[src/dsp_pkg.sv]
`timescale 1ns / 1ps
package dsp_pkg;
  localparam int FRAC_BITS = 16;
  localparam logic [31:0] HASH_MUL = 32'd2654435761;
  localparam logic [31:0] GATE_THRESHOLD = 32'd4290672327;
  localparam logic signed [17:0] POS_MAX = 18'sd131071;
  localparam logic signed [17:0] POS_MIN = -18'sd131072;
  localparam logic signed [31:0] Z_MAX = 32'sh7FFFFFFF;
  localparam logic signed [31:0] Z_MIN = 32'sh80000000;
  localparam logic [16:0] ONE_Q = 17'd65536;

  typedef enum logic [2:0] {
    REG_Z_SCALE = 3'd0, REG_KEEP = 3'd1, REG_CX = 3'd2,
    REG_CY = 3'd3, REG_INV = 3'd4, REG_CHAN = 3'd5
  } reg_idx_t;

  typedef enum logic [1:0] {
    KIND_POINT = 2'd0, KIND_MIN = 2'd1, KIND_MAX = 2'd2
  } kind_t;

  typedef enum logic [1:0] {
    BS_IDLE, BS_DIV, BS_EMIT
  } back_state_t;

  // One classified sample handed from front to back.
  typedef struct packed {
    logic               keep;
    logic               last;
    logic signed [17:0] x;
    logic signed [17:0] y;
    logic signed [31:0] z;
    logic        [23:0] a;
    logic        [23:0] r;
    logic        [23:0] g;
    logic        [23:0] b;
    logic        [31:0] idx;
  } work_t;
endpackage

[src/dsp_queue.sv]
`timescale 1ns / 1ps
module dsp_queue (
  input  logic           clk,
  input  logic           rst,
  input  logic           in_valid,
  output logic           in_ready,
  input  dsp_pkg::work_t in_data,
  output logic           out_valid,
  input  logic           out_ready,
  output dsp_pkg::work_t out_data
);
  dsp_pkg::work_t mem [4];
  logic [1:0] wp, rp;
  logic [2:0] fill;
  logic wr, rd;
  assign in_ready = fill != 3'd4;
  assign out_valid = fill != 3'd0;
  assign wr = in_valid && in_ready;
  assign rd = out_valid && out_ready;
  assign out_data = mem[rp];
  always_ff @(posedge clk) begin
    if (rst) begin
      wp <= '0; rp <= '0; fill <= '0;
    end else begin
      if (wr) wp <= wp + 2'd1;
      if (rd) rp <= rp + 2'd1;
      fill <= fill + {2'b0, wr} - {2'b0, rd};
    end
    if (wr) mem[wp] <= in_data;
  end
endmodule

[config.mk]
export PLATFORM = sky130hd
export DESIGN_NAME = dsp_queue
export DESIGN_NICKNAME = d
export VERILOG_FILES = /design/src/dsp_pkg.sv /design/src/dsp_queue.sv
export SDC_FILE = /design/constraint.sdc
export NUM_CORES = 1
export LEC_CHECK = 0
export BUFFER_PORTS_ARGS = -buffer_cell sky130_fd_sc_hd__buf_2
export CAP_MARGIN = 0
export CORE_MARGIN = 2
export CORE_UTILIZATION = 56
export DETAILED_ROUTE_END_ITERATION = 8
export PLACE_DENSITY_LB_ADDON = 0.08
export SETUP_SLACK_MARGIN = 0.02
export SLEW_MARGIN = 15
export SYNTH_ARGS = -nofsm -noshare
export SYNTH_HDL_FRONTEND = slang
export SYNTH_SLANG_ARGS = --single-unit
[constraint.sdc]
create_clock -name clk -period 17.7 [get_ports clk]
set_input_delay 2.655 -clock clk [delete_from_list [all_inputs] [get_ports clk]]
set_output_delay 2.655 -clock clk [all_outputs]
set_load 0.02 [all_outputs]
Word-level counts from Yosys, hierarchy flattened
Memory sizes are Yosys's and may differ from the RTL's. A register that Yosys moved wholly into a read port is not among the register bits. Index checks and enable logic that the tools add are counted.

Register bits after elaboration: 7. Bits in writable memories: 792. Bits of input ports: 202. Output and inout bits: 200. Logic and storage cells: 16. Memories kept: 1.

Add/sub/neg operators: 4. Equality and inequality tests: 1. Mux-type cells: 4. Reduce and logical (&&, ||, !) cells: 3.

Memories: mem (depth 4, bits a word 198, rd ports 1, clocked after Yosys merged registers in 1, wr ports 1, RTL line dsp_queue.sv:12) `dsp_pkg::work_t mem [4];`.

Operators with widths (number): adder 2 x 1 -> 2 bit (second input constant) (2); 2-to-1 mux 2 bit (2); adder 3 x 1 -> 3 bit (1); inequality test 3 bit (second input constant) (1); nonzero test 3 bit (1); subtractor 3 x 1 -> 3 bit (1); logical AND 1 bit (2); 2-to-1 mux 1 bit (2).

Longest topological paths before layout
Depth in word-level cells: 4. Mapped depth: 11. Depth with buffers taken out: 11.

Least setup slack after synthesis
No wires, ideal clock.

Path kind: in2reg. Start: input in_valid. End: memory mem[0][0] (netlist bit) (enable). Setup time: 0.583 ns. Data arrival time: 7.572 ns. Data required time: 17.117 ns. Slack: 9.545 ns. Stages: 2. Buffers on the path: 0. Cell sequence: a21boi_1 > and2_1.

Longest elaborated chain between the ends: 3.

Ends and longest elaborated chain: from (decl) (RTL line dsp_queue.sv:5) `input logic in_valid,`; logical AND 1 bit (RTL line dsp_queue.sv:18) `assign wr = in_valid && in_ready;`; 2-to-1 mux 1 bit (RTL line dsp_queue.sv:29) `if (wr) mem[wp] <= in_data;`; 2-to-1 mux 1 bit (implied by the code) (RTL line dsp_queue.sv:29); to (decl) (RTL line dsp_queue.sv:12).

Every way passes these cells.

==> impl_metrics.py <==
metrics = {
    "outcome": {
        "status": "finished clean",
    },
    "cts": {
        "path_clk_slew_ps": 60,
        "insertion_delay_ps": 610,
        "cts_buffers": 78,
        "hold_buffers": 0,
        "root_buffer": "clkbuf_16",
        "cts_max_level": 3,
        "clkSinkCount": 801,
        "cts.path.max_buffers": 3,
        "cts_setup_buffers": 0,
        "cts_tree": "done",
        "cts_resized": 0,
    },
    "critical_path": {
        "arrival_ps": 4110,
        "cp_slowest_stage_delay_ps": 950,
        "cp-end-kind": "output port",
        "critPathLaunchType": "register",
        "path_class": "register to output port",
        "slowest_stage": "dfxtp_4",
        "crit_top_cell": "buf_4",
        "cp_top_family": "buffers and inverters",
        "crit_required_ps": 15050,
        "crit_fanout": 45,
        "path_cells": "buf_4, buf_4, mux4_2, buf_2",
        "critPathBufInv": 3,
    },
    "sta": {
        "clock.fmax_ghz": 0.1479,
        "hold_viol": 0,
        "rsz0062_at_grt": "false",
        "final.min_clock_period_ps": 6763,
        "fin_crit_sh_pct": 38.21,
        "finalMaxSlewViolations": 0,
        "setup_viol": 0,
        "finalSetupTns_ps": 0,
        "relSlewSlack_pct": 30.63,
        "finClkSkew_ps": 16.77,
        "worst_pin_slew_ps": 1040,
        "worst_slack_ps": 10940,
    },
    "detailed_routing": {
        "via_count": 12923,
        "ant_nets": 0,
        "wl_per_cell_microns": 24.68,
        "vias_per_cell": 5.658,
        "drcViolationCount": 0,
        "first_iter_violations": 945,
        "routed_wl_microns": 56360,
        "dr.pass1.iters": 5,
    },
    "place": {
        "placed_area_sq_um": 31720,
        "place_ws_ps": 11350,
        "dpl.hpwl_microns": 34030,
        "gp_congestion": 0.7509,
        "port-buffer-count": 401,
    },
    "synthesis": {
        "ys_seq_elements": 801,
        "ys_seq_area_share_pct": 82.59,
        "synth_ff_type": "edfxtp_1",
        "synth_cells": 1083,
        "avgSynthCellArea_sq_um": 26.79,
        "ys_types": 24,
        "yosysWarnings": 0,
        "synth_area_sq_um": 29010,
        "async_reset_ff_share_pct": 0,
        "syn_nets": 1292,
        "synth_edf_count": 792,
    },
    "floorplanning": {
        "dieHeight_microns": 231.6,
        "initial_utilization_pct": 56.55,
        "dieArea_sq_um": 53650,
        "coreArea_sq_um": 51300,
        "rows": 83,
        "die_w_microns": 231.6,
        "ioPinCount": 402,
    },
    "flow_run": {
        "drv_cap": 0,
    },
    "global_routing": {
        "overflow": 0,
        "grt_pass1_vias": 13460,
        "grtUsageTotal_pct": 21.27,
        "grt_first_pass_wirelength_microns": 83150,
        "grt_antenna_before_repair": 19,
        "grt_max_degree": 138,
    },
    "cells_and_area": {
        "design_area_sq_um": 34110,
        "final_cell_mix": "edfxtp_1, buf_2, mux4_2",
        "drive_gt1_share_pct": 45.71,
        "final_common_cell": "edfxtp_1",
        "area_growth_pct": 17.57,
        "nNetsFinal": 1745,
    },
    "worst_hold_path": {
        "hold_path.class": "register to register",
    },
    "power": {
        "total_power_mw": 5.201,
        "p_leak_nw": 11.35,
        "powerDensity_nw_per_um2": 152.5,
        "ir_worst_vdd_uv": 89.25,
    },
}
[logic make-up after synthesis]
group | share of synthesized area [%]
flops | 82.59
mux | 15.44
buf+inv | 1.130
simple gates | 0.3278
fa+ha+maj | 0.3278
compound gates | 0.08627
xor+xnor | 0.09058
[worst register-to-register path: stages (launching register included)]
cell	delay, ps
dfxtp_1	460
nor2_1	100
a21boi_1	500
and2_4	560
buf_4	810
buf_4	880
[flip-flops by register name, indices dropped and copies added (netlist names), named ones only]
| name | flops |
|---|---|
| fill | 3 |
| wp | 2 |
| mem | 792 |
| rp | 2 |
[final cells by class]
class	count	area (sq um)
Timing Repair Buffer	418	2147
Inverter	5	18.77
Fill cell	3360	17190
Tap cell	680	850.8
Sequential cell	801	23970
Multi-Input combinational cell	232	4732
Antenna cell	9	22.52
Clock buffer	97	2108
Clock inverter	42	261.5
[Yosys cell counts, types with 2 or more instances]
master | n | share of area, %
inv_1 | 5 | 0.065
clkbuf_1 | 7 | 0.091
mux4_2 | 198 | 15
nand2b_1 | 2 | 0.043
xor2_1 | 2 | 0.060
and2_1 | 5 | 0.11
buf_6 | 15 | 0.58
buf_2 | 22 | 0.38
ha_1 | 6 | 0.26
edfxtp_1 | 792 | 82
nor2_1 | 8 | 0.10
dfxtp_1 | 9 | 0.62
[power by group]
group	leakage, nW	internal, mW	switching (mW)
clock	1.17	0.873	0.658
sequential	7.33	2.33	0.0811
combinational	2.86	0.507	0.757
[per-stage QoR]
| step | hold WS [ps] | util [%] | std cells |
|---|---|---|---|
| after floorplan | 482.0 | - | 1083 |
| after global placement | 497.4 | 61.83 | 2136 |
| after detailed placement | 511.1 | 61.83 | 2136 |
| after CTS | 519.1 | 66.45 | 2275 |
| after global routing | 561.8 | 66.47 | 2279 |
| final | 514.1 | 66.49 | 2284 |
[final timing paths]
| kind | slack (ps) | from | end | cells past startpoint |
|---|---|---|---|---|
| setup / recovery | 10940 | register | out_data[134] | 4 |
| hold / removal | 510 | wp[1]$_SDFFE_PP0P_ | wp[1]$_SDFFE_PP0P_ | 2 |
| setup reg to reg | 13960 | fill[1]$_SDFF_PP0_ | mem[1][148]$_DFFE_PP_ | 5 |
| hold reg to reg | 510 | wp[1]$_SDFFE_PP0P_ | wp[1]$_SDFFE_PP0P_ | 2 |
[per-layer routing]
layer,GRT usage (%),routed length [microns]
met1,28.40,22340
met2,33.79,28030
met3,6.853,4556
met4,6.891,1310
met5,0,127
No activity file was read; power rests on OpenSTA's default activity.
