$ cat src/dsp_pkg.sv
`timescale 1ns / 1ps
package dsp_pkg;
  localparam int FRAC_BITS = 16;
  localparam logic [31:0] HASH_MUL = 32'd2654435761;
  localparam logic [31:0] GATE_THRESHOLD = 32'd4290672327;
  localparam logic signed [17:0] POS_MAX = 18'sd131071;
  localparam logic signed [17:0] POS_MIN = -18'sd131072;
  localparam logic signed [31:0] Z_MAX = 32'sh7FFFFFFF;
  localparam logic signed [31:0] Z_MIN = 32'sh80000000;
  localparam logic [16:0] ONE_Q = 17'd65536;

  typedef enum logic [2:0] {
    REG_Z_SCALE = 3'd0, REG_KEEP = 3'd1, REG_CX = 3'd2,
    REG_CY = 3'd3, REG_INV = 3'd4, REG_CHAN = 3'd5
  } reg_idx_t;

  typedef enum logic [1:0] {
    KIND_POINT = 2'd0, KIND_MIN = 2'd1, KIND_MAX = 2'd2
  } kind_t;

  typedef enum logic [1:0] {
    BS_IDLE, BS_DIV, BS_EMIT
  } back_state_t;

  // One classified sample handed from front to back.
  typedef struct packed {
    logic               keep;
    logic               last;
    logic signed [17:0] x;
    logic signed [17:0] y;
    logic signed [31:0] z;
    logic        [23:0] a;
    logic        [23:0] r;
    logic        [23:0] g;
    logic        [23:0] b;
    logic        [31:0] idx;
  } work_t;
endpackage

$ cat src/dsp_back.sv
`timescale 1ns / 1ps
module dsp_back (
  input  logic                clk,
  input  logic                rst,
  input  logic                in_valid,
  output logic                in_ready,
  input  dsp_pkg::work_t      in_data,
  output logic                out_valid,
  input  logic                out_ready,
  output logic [1:0]          kind,
  output logic signed [17:0]  pos_x,
  output logic signed [17:0]  pos_y,
  output logic signed [31:0]  pos_z,
  output logic [16:0]         red_out,
  output logic [16:0]         green_out,
  output logic [16:0]         blue_out,
  output logic [31:0]         source_index,
  output logic                run_last
);
  dsp_pkg::back_state_t state, state_next;
  dsp_pkg::work_t w;
  logic [1:0] phase;
  logic [5:0] step;
  // Three restoring dividers in lockstep: (2c*2^16 + a) / (2a).
  logic [41:0] rem [3];
  logic [41:0] num [3];
  logic [41:0] quo [3];
  logic [41:0] den;
  logic signed [17:0] mnx, mny, mxx, mxy;
  logic signed [31:0] mnz, mxz;
  logic take, fire;

  assign in_ready = state == dsp_pkg::BS_IDLE;
  assign take = in_valid && in_ready;
  assign fire = out_valid && out_ready;

  // A dropped sample that does not end the frame yields nothing: stay idle.
  always_comb begin
    state_next = state;
    case (state)
      dsp_pkg::BS_IDLE:
        if (take) begin
          if (in_data.keep) state_next = dsp_pkg::BS_DIV;
          else if (in_data.last) state_next = dsp_pkg::BS_EMIT;
          else state_next = dsp_pkg::BS_IDLE;
        end
      dsp_pkg::BS_DIV: if (step == 6'd0) state_next = dsp_pkg::BS_EMIT;
      dsp_pkg::BS_EMIT:
        if (fire && run_last) state_next = dsp_pkg::BS_IDLE;
      default: state_next = dsp_pkg::BS_IDLE;
    endcase
  end

  function automatic logic [16:0] clampq(input logic [41:0] q,
                                         input logic signed [23:0] c);
    begin
      if (c <= 0) clampq = '0;
      else if (q > 42'(dsp_pkg::ONE_Q)) clampq = dsp_pkg::ONE_Q;
      else clampq = q[16:0];
    end
  endfunction

  always_comb begin
    out_valid = state == dsp_pkg::BS_EMIT;
    kind = dsp_pkg::KIND_POINT;
    pos_x = w.x; pos_y = w.y; pos_z = w.z;
    red_out = '0; green_out = '0; blue_out = '0;
    source_index = '0;
    run_last = 1'b0;
    case (phase)
      2'd0: begin
        red_out = clampq(quo[0], w.r);
        green_out = clampq(quo[1], w.g);
        blue_out = clampq(quo[2], w.b);
        source_index = w.idx;
        run_last = !w.last;
      end
      2'd1: begin
        kind = dsp_pkg::KIND_MIN;
        pos_x = mnx; pos_y = mny; pos_z = mnz;
      end
      default: begin
        kind = dsp_pkg::KIND_MAX;
        pos_x = mxx; pos_y = mxy; pos_z = mxz;
        run_last = 1'b1;
      end
    endcase
  end

  logic [42:0] trial [3];
  logic [41:0] rsh [3];
  always_comb begin
    for (int i = 0; i < 3; i++) begin
      rsh[i] = {rem[i][40:0], num[i][41]};
      trial[i] = {1'b0, rsh[i]} - {1'b0, den};
    end
  end

  always_ff @(posedge clk) begin
    if (rst) begin
      state <= dsp_pkg::BS_IDLE;
      mnx <= dsp_pkg::POS_MAX; mny <= dsp_pkg::POS_MAX; mnz <= dsp_pkg::Z_MAX;
      mxx <= dsp_pkg::POS_MIN; mxy <= dsp_pkg::POS_MIN; mxz <= dsp_pkg::Z_MIN;
    end else begin
      state <= state_next;
      if (take && in_data.keep) begin
        if (in_data.x < mnx) mnx <= in_data.x;
        if (in_data.y < mny) mny <= in_data.y;
        if (in_data.z < mnz) mnz <= in_data.z;
        if (in_data.x > mxx) mxx <= in_data.x;
        if (in_data.y > mxy) mxy <= in_data.y;
        if (in_data.z > mxz) mxz <= in_data.z;
      end
      if (fire && phase == 2'd2) begin
        mnx <= dsp_pkg::POS_MAX; mny <= dsp_pkg::POS_MAX; mnz <= dsp_pkg::Z_MAX;
        mxx <= dsp_pkg::POS_MIN; mxy <= dsp_pkg::POS_MIN; mxz <= dsp_pkg::Z_MIN;
      end
    end
    if (take) begin
      w <= in_data;
      phase <= in_data.keep ? 2'd0 : 2'd1;
      step <= 6'd41;
      den <= {17'd0, in_data.a, 1'b0};
      num[0] <= ({18'd0, in_data.r} << 17) + {18'd0, in_data.a};
      num[1] <= ({18'd0, in_data.g} << 17) + {18'd0, in_data.a};
      num[2] <= ({18'd0, in_data.b} << 17) + {18'd0, in_data.a};
      for (int i = 0; i < 3; i++) begin
        rem[i] <= '0; quo[i] <= '0;
      end
    end else if (state == dsp_pkg::BS_DIV) begin
      step <= step - 6'd1;
      for (int i = 0; i < 3; i++) begin
        num[i] <= num[i] << 1;
        if (!trial[i][42]) begin
          rem[i] <= trial[i][41:0];
          quo[i] <= {quo[i][40:0], 1'b1};
        end else begin
          rem[i] <= rsh[i];
          quo[i] <= {quo[i][40:0], 1'b0};
        end
      end
    end else if (fire && !run_last) begin
      phase <= phase + 2'd1;
    end
  end
endmodule

$ cat config.mk
export PLATFORM = sky130hd
export DESIGN_NAME = dsp_back
export DESIGN_NICKNAME = d
export VERILOG_FILES = /design/src/dsp_pkg.sv /design/src/dsp_back.sv
export SDC_FILE = /design/constraint.sdc
export NUM_CORES = 1
export LEC_CHECK = 0
export ABC_AREA = 0
export ABC_CLOCK_PERIOD_IN_PS = 11650
export BUFFER_PORTS_ARGS = -buffer_cell sky130_fd_sc_hd__buf_2
export CAP_MARGIN = 20
export CORE_ASPECT_RATIO = 1.1
export CORE_MARGIN = 8
export CORE_UTILIZATION = 41
export DETAILED_ROUTE_END_ITERATION = 8
export GPL_TIMING_DRIVEN = 0
export SLEW_MARGIN = 30
export SYNTH_ARGS = -nofsm -noshare
export SYNTH_HDL_FRONTEND = slang
export SYNTH_SLANG_ARGS = --single-unit
export TNS_END_PERCENT = 10
$ cat constraint.sdc
create_clock -name clk -period 11.65 [get_ports clk]
set_input_delay 1.165 -clock clk [delete_from_list [all_inputs] [get_ports clk]]
set_output_delay 1.165 -clock clk [all_outputs]
set_load 0.1 [all_outputs]
### Yosys cells after proc, flatten, opt, wreduce, memory -nomap -nowiden

Memory sizes are Yosys's and may differ from the RTL's.
Cells that the tools add are included.

| cells by class | value |
|---|---|
| add/subtract/negate cells | 8 |
| order comparisons | 12 |
| equal/unequal tests | 8 |
| mux-type cells | 69 |
| bitwise gates (word level) | 15 |
| reductions and logical operators | 21 |

Operators by type and width:

| kind | count |
|---|---|
| two-way mux 42 bit | 15 |
| two-way mux 17 bit | 9 |
| subtractor 42 x 25 -> 43 bit | 3 |
| adder 41 x 24 -> 42 bit | 3 |
| > comparator 42 x 17 -> 1 bit, second input constant | 3 |
| less-or-equal comparator 24 x 1 -> 1 bit, second input constant | 3 |
| case mux 18 bit (2 select lines) | 2 |
| case mux 32 bit (2 select lines) | 1 |
| > comparator 18 bit | 2 |
| < comparator 18 bit | 2 |
| > comparator 32 bit | 1 |
| < comparator 32 bit | 1 |
| two-way mux 32 bit | 1 |
| two-way mux 1 bit | 30 |
| two-way mux 2 bit | 8 |
| bitwise OR 1 bit | 15 |
| AND reduction 2 bit | 7 |
| logical AND 1 bit | 6 |
| zero test 6 bit | 1 |
| case mux 2 bit (3 select lines) | 1 |
| subtractor 6 x 1 -> 6 bit, second input constant | 1 |
| equality test 2 x 1 -> 1 bit, second input constant | 2 |
| equality test 2 bit, second input constant | 2 |
| zero test 2 bit | 2 |
| other kinds (9) | 12 |

| word-level totals | value |
|---|---|
| register bits after elaboration | 343 |
| RAM bits | 378 |
| bits of input ports | 202 |
| output and inout port bits | 156 |
| memories kept | 3 |

Memory list:

| memory | depth | width | rd ports | clocked after memory_dff | write ports | line | source |
|---|---|---|---|---|---|---|---|
| num | 3 | 42 | 3 | 0 | 3 | dsp_back.sv:26 | `logic [41:0] num [3];` |
| quo | 3 | 42 | 3 | 0 | 3 | dsp_back.sv:27 | `logic [41:0] quo [3];` |
| rem | 3 | 42 | 3 | 0 | 3 | dsp_back.sv:25 | `logic [41:0] rem [3];` |

### Longest topological paths before layout

Gate-level depths: netlist of run 1.
An unclocked memory read counts as a cell.

| depth | value |
|---|---|
| depth after elaboration | 8 |
| mapped depth | 12 |
| depth with buffers taken out | 12 |

### Worst setup path after synthesis of run 1

Ideal clock, no wire load.

| path | value |
|---|---|
| kind | register to register |
| start point | register state[1] |
| end point | memory num[2][16] (netlist: num[0][100]) (enable) |
| data arrival time | 9.131 ns |
| required time | 10.932 ns |
| setup slack | 1.801 ns |
| stages on the path, launching flop included | 5 |
| path buffers | 1 |
| clock period less this slack | 9.849 ns |
| path through | dfxtp_1 nor2_1 nand2_1 clkbuf_1 nand2_1 |

RTL lines:

| item | line | source |
|---|---|---|
| start: declaration | dsp_back.sv:20 | `dsp_pkg::back_state_t state, state_next;` |
| start signal: assignment | dsp_back.sv:101 | `state <= dsp_pkg::BS_IDLE;` |
| start signal: assignment | dsp_back.sv:105 | `state <= state_next;` |
| end: declaration | dsp_back.sv:26 |  |

### Final worst setup path of run 1

| path | value |
|---|---|
| start point | register phase[0] |
| end point | output port pos_z[30] |

| on the way | value |
|---|---|
| cells in the longest elaborated chain, start to end | 2 |
| elaborated cells on any way between the ends | 3 |

Ends and longest elaborated chain:

| item | line | source |
|---|---|---|
| start: declaration | dsp_back.sv:22 | `logic [1:0] phase;` |
| start signal: assignment | dsp_back.sv:121 | `phase <= in_data.keep ? 2'd0 : 2'd1;` |
| start signal: assignment | dsp_back.sv:143 | `phase <= phase + 2'd1;` |
| equality test 2 x 1 -> 1 bit / zero test 2 bit (equally long branches) | dsp_back.sv:70 | `case (phase)` |
| case mux 32 bit (2 select lines) (*) | dsp_back.sv:70 |  |
| end: declaration | dsp_back.sv:13 | `output logic signed [31:0] pos_z,` |

Every way passes the cells marked *; elsewhere a longest branch is shown, timed or not.

==> metrics.log, run 1 <==
[metrics] final HPWL from detailed placement: between 80000 and 90000 um
[metrics] via count of the first global-routing pass: about 29000
[metrics] final setup violation count: 0
[metrics] Hold Fails Final Rpt: 0
[metrics] startpoint type of the worst setup path: register
[metrics] worst-path cell with the longest stage delay: sky130_fd_sc_hd__clkbuf_1
[metrics] GRT Resource Usage Total: 0.2120
[metrics] global-route wire length before repair: approximately 170000 um
[metrics] clock tree from TritonCTS: yes
[metrics] number of ports placed on the die boundary: 358
[metrics] register area share after synthesis: 0.5155
[metrics] asr flop ratio synth: 0
[metrics] average wire per cell in the routed design: slightly above 20 um
[metrics] Final Critical Period: 5.521 ns
[metrics] Yosys top cell area share: 0.4371
[metrics] count of buffering cells on the critical path with inverters included: 5
[metrics] delay contributed by the slowest stage of the critical path: around 0.71 ns
[metrics] class of the worst hold path: reg2reg
[metrics] total negative slack for setup checks: 0 ns
[metrics] post-synthesis sequential element count: 684
[metrics] number of detailed-route iterations in the first pass: 8
[metrics] most frequent standard cell in the layout excluding fill and tap cells: sky130_fd_sc_hd__nand2_1
[metrics] Avg Cell Area, Syn: 10.19 sq um
[metrics] startpoint-to-endpoint class of the critical path: reg2out
[metrics] number of standard cells after synthesis: about 3600
[metrics] Post-synth EDFFs: between 500 and 600
[metrics] vias after detailed routing: around 29000
[metrics] Chip Width: approximately 300 um
[metrics] count of nets after finishing: around 4500
[metrics] post-cts gate resize count: 0
[metrics] status: finished, final reports clean
[metrics] maximum vdd ir drop: 0.1631 mV
[metrics] core area: approximately 89000 sq um
[metrics] Synth warnings: 0
[metrics] primary flip-flop cell chosen by synthesis mapping: sky130_fd_sc_hd__edfxtp_1
[metrics] Metal-1 WL: about 46000 um
[metrics] H-Tree Depth: 3
[metrics] aggregate global routing overflow: 0
[metrics] met3 wire length: 8553 um
[metrics] Post-Layout Inst Area: 43080 sq um
[metrics] unrepaired setup endpoints after global routing: false
[metrics] leading cell types in the layout, fill and taps excluded: sky130_fd_sc_hd__nand2_1 (544), sky130_fd_sc_hd__edfxtp_1 (539), sky130_fd_sc_hd__buf_2 (367), sky130_fd_sc_hd__ha_1 (230), sky130_fd_sc_hd__a21oi_1 (226)
[metrics] maximum number of pins on one net before global-route repair: 88
[metrics] Critical Path Fanout Max: 10
[metrics] final cycle utilization of the critical path: 0.4739
[metrics] number of antenna violations at the first check in global routing: 31
[metrics] via-per-instance ratio: 5.463
[metrics] fin. max-slew vios: 0
[metrics] clock buffer count from CTS: 77
[metrics] number of nets produced by synthesis: just over 4000
[metrics] CTS hold repair buffers: 0
[metrics] number of clock sinks: 684
[metrics] Netlist Area Pre-Place: between 30000 and 40000 sq um
[metrics] transition time of the tightest slew-check pin: 0.9262 ns
[metrics] number of rows created at floorplan: approximately 120
[metrics] CTS clock-pin slew for the worst setup and hold paths: approximately 0.060 ns
[metrics] share of final-layout standard cells stronger than drive strength 1: 0.1304
[metrics] cells along the critical path: inv_1 -> ha_1 -> clkbuf_1 -> nor2_1 -> clkbuf_1 -> buf_1 -> nand2_1 -> nand2_1 -> buf_2
[metrics] number of distinct library cells after synthesis: 82
[metrics] clock root buffer: sky130_fd_sc_hd__clkbuf_16
[metrics] DRC errors left: 0
[metrics] post-route antenna net violation count: 0
[metrics] starting DRC count in detailed routing: 1977
[metrics] endpoint kind of the worst setup timing path: output pin
[metrics] leakage component of the power: 17.67 nW
[metrics] Initial Util: 0.4137
[metrics] total detailed-routing wirelength: 108800 um
[metrics] headroom to the max-slew limit: 0.3649
[metrics] required time reported for the critical path endpoint: approximately 10 ns
[metrics] I/O Buffers: 357
[metrics] gpl congestion: just under 0.9
[metrics] Max Clock Freq: 0.1811 GHz
[metrics] max-capacitance violation count: 0
[metrics] final hold slack: around 0.48 ns
[metrics] die area: 100200 sq um
[metrics] post-CTS setup buffer count: 0
[metrics] insertion delay of the later-clocked pin in the worst-skew pair: 0.63 ns
[metrics] routed length on met2: about 51000 um
[metrics] kind of cell adding the most delay to the critical path: buffers and inverters
[metrics] PwrDens: ~180 nW/um^2
[metrics] deepest clock path buffer count: 3
[metrics] Synth area leaders: sky130_fd_sc_hd__edfxtp_1 (44%), sky130_fd_sc_hd__dfxtp_1 (7.8%), sky130_fd_sc_hd__ha_1 (7.8%)
[metrics] worst clock skew: roughly 0.028 ns
[metrics] standard cell area after detailed placement: approximately 41000 sq um
[metrics] Arrival @ worst endpoint: around 4.4 ns
[metrics] uppermost layer routed: met5
[metrics] area overhead of the layout relative to synthesis: 16.34%
[metrics] Design Power: 7.768 mW
[metrics] height of the die: 331.2 um
[metrics] post-synthesis cell type with the largest combined area: sky130_fd_sc_hd__edfxtp_1
through the flow:
step                setup WS (ns)  instances    util
floorplan                   1.801       3632       -
global placement           -2.511       5159  0.4500
detailed placement          6.716       5169  0.4530
CTS                         6.022       5312  0.4807
global route                5.938       5318  0.4809
finish                      6.129       5333  0.4813
registers in the layout, summed over array words and instances, names as in the netlist:
register  flops
phase         2
w           173
rem         123
quo         126
num          92
step          6
mxz          32
state         2
mxx          18
den          24
mnx          18
mxy          18
mny          18
mnz          32
synthesized netlist by cell type (all sizes together), types with 41 or more instances:
cell	count
a21o	63
o21ai	182
nand2	545
edfxtp	539
xnor2	58
nand3	99
ha	230
a22oi	69
a21oi	226
a31oi	45
nand4	45
mux2i	76
inv	208
nor4	54
dfxtp	145
nand2b	41
xor2	73
nor2	142
clkbuf	130
and2	219
nor3	75
logic make-up after synthesis:
| family | count (synthesis) | share of synthesized area |
|---|---|---|
| AND/OR/NAND/NOR | 1363 | 0.1815 |
| AO/OA/AOI/OAI | 777 | 0.1324 |
| adder cells (fa/ha/maj) | 236 | 0.08097 |
| XOR/XNOR | 131 | 0.03099 |
| multiplexers | 77 | 0.02085 |
| buffers and inverters | 364 | 0.03775 |
| flip-flops | 684 | 0.5155 |
cell type report:
type | count | area (sq um)
Buffer | 156 | 618.1
Antenna cell | 21 | 52.55
Clock buffer | 99 | 2081
Inverter | 208 | 788.3
Sequential cell | 684 | 19090
Tap cell | 1170 | 1464
Timing Repair Buffer | 367 | 2032
Multi-Input combinational cell | 2584 | 16560
Clock inverter | 44 | 396.6
Fill cell | 8424 | 46420
final timing paths:
check                              start          to  slack (ns)  cells after the start
worst max-delay path            phase[0]   pos_z[30]        6.13                      9
worst min-delay path             mxz[17]     mxz[17]        0.48                      2
worst max register to register    den[2]  rem[1][13]        7.81                     11
worst min register to register   mxz[17]     mxz[17]        0.48                      2
worst reg2reg max path, delay by kind of cell, from the launching register on:
kind / cells / cell delay (ns)
fa+ha+maj: 1 / 0.28
simple gates: 3 / 0.56
buf+inv: 2 / 0.76
compound gates: 5 / 1.58
flops: 1 / 0.51
metal layers:
layer / global-route usage / vias up
met4: 0.07144 / 20
li1: - / 14100
met2: 0.3495 / 847
met3: 0.05493 / 167
met5: 0 / -
met1: 0.2699 / 14000
power breakdown:
group	total, mW	leakage (nW)	switching [mW]	internal, mW
Sequential	3.14	6.52	0.144	3.00
Clock	2.43	1.23	1.03	1.40
Combinational	2.19	9.92	1.60	0.596
Total	7.77	17.7	2.77	5.00
Note: power is estimated with default switching activity, not from simulation.
==> run 2: changes to the inputs <==
Settings changed: ABC_CLOCK_PERIOD_IN_PS 11650 to 5000.
Clock period 11.65 ns to 5 ns, I/O delays scaled along.
==> metrics.log, run 2 (same netlist as run 1, synthesis figures left out) <==
[metrics] status: finished, final reports clean (unchanged)
[metrics] Final Critical Period: 4.754 ns
[metrics] maximum number of pins on one net before global-route repair: 77 (was 88)
[metrics] post-route antenna net violation count: 0 (unchanged)
[metrics] final setup violation count: 0 (unchanged)
[metrics] endpoint kind of the worst setup timing path: output pin (unchanged)
[metrics] CTS clock-pin slew for the worst setup and hold paths: 0.06 ns (about the same)
[metrics] headroom to the max-slew limit: 0.3297 (was 0.3649)
[metrics] number of rows created at floorplan: 115 (unchanged)
[metrics] leading registers by flop count: w x173, quo x126, rem x123 (unchanged)
[metrics] Critical Path Fanout Max: 10 (unchanged)
[metrics] clock buffer count from CTS: 78 (was 77)
[metrics] area overhead of the layout relative to synthesis: 16.99% (was 16.34%)
[metrics] number of antenna violations at the first check in global routing: 23 (was 31)
[metrics] worst-case setup slack after placement: 0.9200 ns (was 6.716 ns)
[metrics] Hold Fails Final Rpt: 0 (unchanged)
[metrics] post-cts gate resize count: 0 (unchanged)
[metrics] H-Tree Depth: 3 (unchanged)
[metrics] Arrival @ worst endpoint: 4.25 ns (was 4.36 ns)
[metrics] CTS hold repair buffers: 10 (was 0)
[metrics] Max Clock Freq: ~0.21 GHz
[metrics] flip-flop count of the largest register after layout: 173 (unchanged)
[metrics] cells along the critical path: ha_1 -> clkbuf_1 -> nor2_1 -> clkbuf_1 -> buf_1 -> nand2_1 -> nand2_1 -> buf_2 (was inv_1 -> ha_1 -> clkbuf_1 -> nor2_1 -> clkbuf_1 -> buf_1 -> nand2_1 -> nand2_1 -> buf_2)
[metrics] worst-path cell with the longest stage delay: sky130_fd_sc_hd__clkbuf_1 (unchanged)
[metrics] register name with the most flops: w (unchanged)
[metrics] most frequent standard cell in the layout excluding fill and tap cells: sky130_fd_sc_hd__nand2_1 (unchanged)
[metrics] count of nets after finishing: 4529 (was 4516)
[metrics] Finished Core Util: 0.4840 (was 0.4813)
[metrics] kind of cell adding the most delay to the critical path: buffers and inverters (unchanged)
[metrics] insertion delay of the later-clocked pin in the worst-skew pair: 0.63 ns (about the same)
[metrics] starting DRC count in detailed routing: 2070 (was 1977)
[metrics] PwrDens: 422.8 nW/um^2 (was 180.3 nW/um^2)
[metrics] leading cell types in the layout, fill and taps excluded: sky130_fd_sc_hd__nand2_1 (544), sky130_fd_sc_hd__edfxtp_1 (539), sky130_fd_sc_hd__buf_2 (367), sky130_fd_sc_hd__ha_1 (230), sky130_fd_sc_hd__a21oi_1 (226) (unchanged)
[metrics] Chip Width: 302.5 um (unchanged)
[metrics] GRT Resource Usage Total: 0.2126 (was 0.2120)
[metrics] height of the die: 331.2 um (unchanged)
[metrics] final setup margin: 0.2461 ns (was 6.129 ns)
[metrics] worst clock skew: 0.03098 ns (was 0.02802 ns)
[metrics] share of final-layout standard cells stronger than drive strength 1: 0.1292 (was 0.1304)
[metrics] number of detailed-route iterations in the first pass: 6 (was 8)
[metrics] aggregate global routing overflow: 0 (unchanged)
[metrics] startpoint type of the worst setup path: register (unchanged)
[metrics] via-per-instance ratio: 5.437 (was 5.463)
[metrics] DRC errors left: 0 (unchanged)
[metrics] clock root buffer: sky130_fd_sc_hd__clkbuf_16 (unchanged)
[metrics] Initial Util: 0.4137 (unchanged)
[metrics] fin. max-slew vios: 0 (unchanged)
[metrics] placed insts: 5171 (was 5169)
[metrics] delay contributed by the slowest stage of the critical path: 0.74 ns (was 0.71 ns)
[metrics] global-route wire length before repair: 166900 um (was 166400 um)
[metrics] unrepaired setup endpoints after global routing: false (unchanged)
[metrics] total negative slack for setup checks: 0 ns (unchanged)
[metrics] post-route insts no fill: 5341 (was 5333)
[metrics] die area: 100200 sq um (unchanged)
[metrics] number of ports placed on the die boundary: 358 (unchanged)
[metrics] leakage component of the power: 17.75 nW (was 17.67 nW)
[metrics] max-capacitance violation count: 0 (unchanged)
[metrics] number of clock sinks: 684 (unchanged)
[metrics] startpoint-to-endpoint class of the critical path: reg2out (unchanged)
[metrics] deepest clock path buffer count: 3 (unchanged)
[metrics] required time reported for the critical path endpoint: 4.50 ns (was 10.49 ns)
[metrics] final HPWL from detailed placement: 80910 um (was 80820 um)
[metrics] total detailed-routing wirelength: 108800 um (about the same)
[metrics] I/O Buffers: 357 (unchanged)
[metrics] final cycle utilization of the critical path: 0.9508
[metrics] clock tree from TritonCTS: yes (unchanged)
[metrics] average wire per cell in the routed design: 20.37 um (was 20.41 um)
[metrics] vias after detailed routing: 29040 (was 29130)
[metrics] count of buffering cells on the critical path with inverters included: 4 (was 5)
[metrics] class of the worst hold path: in2reg (was reg2reg)
[metrics] post-CTS setup buffer count: 0 (unchanged)
[metrics] gpl congestion: 0.8830 (was 0.8895)
[metrics] maximum vdd ir drop: 0.4247 mV (was 0.1631 mV)
[metrics] transition time of the tightest slew-check pin: 1.005 ns (was 0.9262 ns)
[metrics] core area: 89500 sq um (unchanged)
[metrics] via count of the first global-routing pass: 28950 (was 28770)
[run 2: cell types whose count changed in the layout (fill, tap and decap cells not counted), sizes merged]
cell         delta
buf             +2
bufinv          +3
clkbuf          +7
clkinv          -9
clkinvlp        +3
diode           -5
dlygate4sd3    +10
inv             -3
[run 2: layer usage]
layer | wire length, um | up-vias | global-route usage
met4 | 3764 | 10 | 0.08144
met2 | 50840 | 824 | 0.3484
met5 | 65 | - | 0
met3 | 8264 | 188 | 0.05369
li1 | - | 14110 | -
met1 | 45870 | 13910 | 0.2696
[run 2: layout make-up]
cell class / count / area, sq um
timing repair buffer: 379 / 2172
sequential: 684 / 19090
multi-input combinational: 2584 / 16570
buffer: 156 / 618.1
tap: 1170 / 1464
clock inverter: 38 / 432.9
fill: 8444 / 46180
inverter: 208 / 784.5
antenna: 16 / 40.04
clock buffer: 106 / 2150
[run 2: final timing paths]
kind,start,endpoint,slack [ns],cells after the start
setup / recovery,phase[0],pos_x[16],0.25,8
hold / removal,in_data[24],w[24],0.05,1
setup reg to reg,state[0],mnz[15],0.99,11
hold reg to reg,mxz[5],mxz[5],0.48,2
[run 2: metrics by stage]
step	total power, mW	hold WS [ns]	area [sq um]
2_1_floorplan	11.16	0.4480	37040
3_3_place_gp	12.50	0.4588	40290
3_5_place_dp	12.52	0.4681	40590
4_1_cts	18.46	0.0005637	43280
5_1_grt	19.17	0.01277	43290
6_report	18.31	0.05351	43320
[run 2: report_power, final]
group	switching [mW]	leakage (nW)	total [mW]	internal (mW)
Combinational	3.72	9.98	5.11	1.40
Clock	2.39	1.26	5.88	3.48
Sequential	0.334	6.52	7.32	6.99
Total	6.44	17.7	18.3	11.9
==> run 3: changes to the inputs <==
Settings changed: ABC_CLOCK_PERIOD_IN_PS 5000 to 5200.
Clock period 5 ns to 5.2 ns, I/O delays scaled along.
==> metrics.log, run 3 (same netlist as run 1, synthesis figures left out) <==
[metrics] status: finished, final reports clean (unchanged)
[metrics] worst clock skew: 0.03255 ns (was 0.03098 ns)
[metrics] startpoint type of the worst setup path: register (unchanged)
[metrics] via-per-instance ratio: 5.446 (was 5.437)
[metrics] CTS hold repair buffers: 0 (was 10)
[metrics] Initial Util: 0.4137 (unchanged)
[metrics] area taken by multi-input logic gates: 16570 sq um (unchanged)
[metrics] worst hold path startpoint: in_data[18] (was in_data[24])
[metrics] share of final-layout standard cells stronger than drive strength 1: 0.1296 (was 0.1292)
[metrics] register name with the most flops: w (unchanged)
[metrics] number of clock sinks: 684 (unchanged)
[metrics] total negative slack for setup checks: 0 ns (unchanged)
[metrics] Max Clock Freq: around 0.21 GHz
[metrics] flip-flop count of the largest register after layout: 173 (unchanged)
[metrics] fin. max-slew vios: 0 (unchanged)
[metrics] unrepaired setup endpoints after global routing: false (unchanged)
[metrics] deepest clock path buffer count: 3 (unchanged)
[metrics] required time reported for the critical path endpoint: 4.68 ns (was 4.50 ns)
[metrics] worst-path cell with the longest stage delay: sky130_fd_sc_hd__clkbuf_1 (unchanged)
[metrics] Critical Path Fanout Max: 10 (unchanged)
[metrics] source of the critical timing path: phase[0] (unchanged)
[metrics] CTS clock-pin slew for the worst setup and hold paths: 0.06 ns (about the same)
[metrics] maximum number of pins on one net before global-route repair: 77 (unchanged)
[metrics] class of the worst hold path: in2reg (unchanged)
[metrics] number of antenna violations at the first check in global routing: 23 (unchanged)
[metrics] insertion delay of the later-clocked pin in the worst-skew pair: 0.63 ns (about the same)
[metrics] clock buffer count from CTS: 78 (unchanged)
[metrics] number of detailed-route iterations in the first pass: 5 (was 6)
[metrics] number of ports placed on the die boundary: 358 (unchanged)
[metrics] PwrDens: 407.3 nW/um^2 (was 422.8 nW/um^2)
[metrics] post-route antenna net violation count: 0 (unchanged)
[metrics] storage element area: 19090 sq um (unchanged)
[metrics] startpoint of the worst register-to-register path: state[0] (unchanged)
[metrics] endpoint kind of the worst setup timing path: output pin (unchanged)
[metrics] transition time of the tightest slew-check pin: 1.003 ns (was 1.005 ns)
[metrics] count of nets after finishing: 4519 (was 4529)
[metrics] Arrival @ worst endpoint: 4.25 ns (about the same)
[metrics] post-CTS setup buffer count: 0 (unchanged)
[metrics] clock tree from TritonCTS: yes (unchanged)
[metrics] H-Tree Depth: 3 (unchanged)
[metrics] most frequent standard cell in the layout excluding fill and tap cells: sky130_fd_sc_hd__nand2_1 (unchanged)
[metrics] startpoint-to-endpoint class of the critical path: reg2out (unchanged)
[metrics] global-route wire length before repair: 166800 um (was 166900 um)
[metrics] number of rows created at floorplan: 115 (unchanged)
[metrics] Hold Fails Final Rpt: 0 (unchanged)
[metrics] Chip Width: 302.5 um (unchanged)
[metrics] average wire per cell in the routed design: 20.38 um (was 20.37 um)
[metrics] GRT Resource Usage Total: 0.2125 (was 0.2126)
[metrics] I/O Buffers: 357 (unchanged)
[metrics] starting DRC count in detailed routing: 2012 (was 2070)
[metrics] final hold slack: 0.06475 ns (was 0.05351 ns)
[metrics] headroom to the max-slew limit: 0.3317 (was 0.3297)
[metrics] max-capacitance violation count: 0 (unchanged)
[metrics] final cycle utilization of the critical path: 0.9167
[metrics] leading cell types in the layout, fill and taps excluded: sky130_fd_sc_hd__nand2_1 (544), sky130_fd_sc_hd__edfxtp_1 (539), sky130_fd_sc_hd__buf_2 (367), sky130_fd_sc_hd__ha_1 (230), sky130_fd_sc_hd__a21oi_1 (226) (unchanged)
[metrics] post-cts gate resize count: 0 (unchanged)
[metrics] aggregate global routing overflow: 0 (unchanged)
[metrics] final setup violation count: 0 (unchanged)
[metrics] gpl congestion: 0.8830 (unchanged)
[metrics] Filler cells: 8453 (was 8444)
[metrics] total detailed-routing wirelength: 108600 um (was 108800 um)
[metrics] leading registers by flop count: w x173, quo x126, rem x123 (unchanged)
[metrics] count of buffering cells on the critical path with inverters included: 4 (unchanged)
[metrics] area overhead of the layout relative to synthesis: 16.72% (was 16.99%)
[metrics] Final Critical Period: approximately 4.8 ns
[metrics] leakage component of the power: 17.71 nW (was 17.75 nW)
[metrics] final HPWL from detailed placement: 80910 um (unchanged)
[metrics] clock root buffer: sky130_fd_sc_hd__clkbuf_16 (unchanged)
[metrics] vias after detailed routing: 29030 (was 29040)
[metrics] maximum vdd ir drop: 0.4087 mV (was 0.4247 mV)
[metrics] delay contributed by the slowest stage of the critical path: 0.74 ns (about the same)
[metrics] height of the die: 331.2 um (unchanged)
[metrics] via count of the first global-routing pass: 28900 (was 28950)
[metrics] cells along the critical path: ha_1 -> clkbuf_1 -> nor2_1 -> clkbuf_1 -> buf_1 -> nand2_1 -> nand2_1 -> buf_2 (unchanged)
[metrics] DRC errors left: 0 (unchanged)
[metrics] kind of cell adding the most delay to the critical path: buffers and inverters (unchanged)
[metrics] die area: 100200 sq um (unchanged)
[metrics] core area: 89500 sq um (unchanged)
[run 3: changes by cell type in the layout (fill, tap and decap cells not counted)]
cell / previous run / this run
sky130_fd_sc_hd__dlygate4sd3_1: 10 / 0
[run 3: final cells by class]
cell class,instances,area share
diodes,16,0.0009264
plain buffers,156,0.01430
clock buffers,106,0.04974
clock inverters,38,0.01002
inverters,208,0.01815
multi-input cells,2584,0.3834
flip-flops and latches,684,0.4417
well taps,1170,0.03387
repair buffers,369,0.04794
[run 3: report_power, final]
part | switching, mW | internal, mW | leakage [nW]
registers | 0.322 | 6.72 | 6.52
logic | 3.57 | 1.34 | 9.93
clock network | 2.30 | 3.35 | 1.26
total | 6.19 | 11.4 | 17.7
[run 3: per-layer routing]
layer  global-route usage  vias up  routed length (um)
li1                     -    14090                   -
met1               0.2696    13920               45640
met2               0.3476      826               50730
met3              0.05395      184                8487
met4              0.08144       10                3732
met5                    0        -                  65
[run 3: path summary, 6_finish.rpt]
check,slack [ns],depth (start not counted),endpoint
max,0.43,8,pos_x[16]
max reg2reg,1.18,11,mnz[15]
min,0.06,1,w[18]
min reg2reg,0.48,2,mxz[15]
[run 3: through the flow]
| step | total power [mW] | std cells | util | area, sq um | setup slack (ns) |
|---|---|---|---|---|---|
| 3_5_place_dp | 12.04 | 5171 | 0.4536 | 40590 | 1.100 |
| 2_1_floorplan | 10.73 | 3632 | - | 37040 | -0.5076 |
| 6_report | 17.60 | 5331 | 0.4829 | 43220 | 0.4330 |
| 3_3_place_gp | 12.02 | 5159 | 0.4502 | 40290 | -3.000 |
| 5_1_grt | 18.43 | 5319 | 0.4826 | 43190 | 0.2724 |
| 4_1_cts | 17.74 | 5315 | 0.4824 | 43180 | 0.4344 |
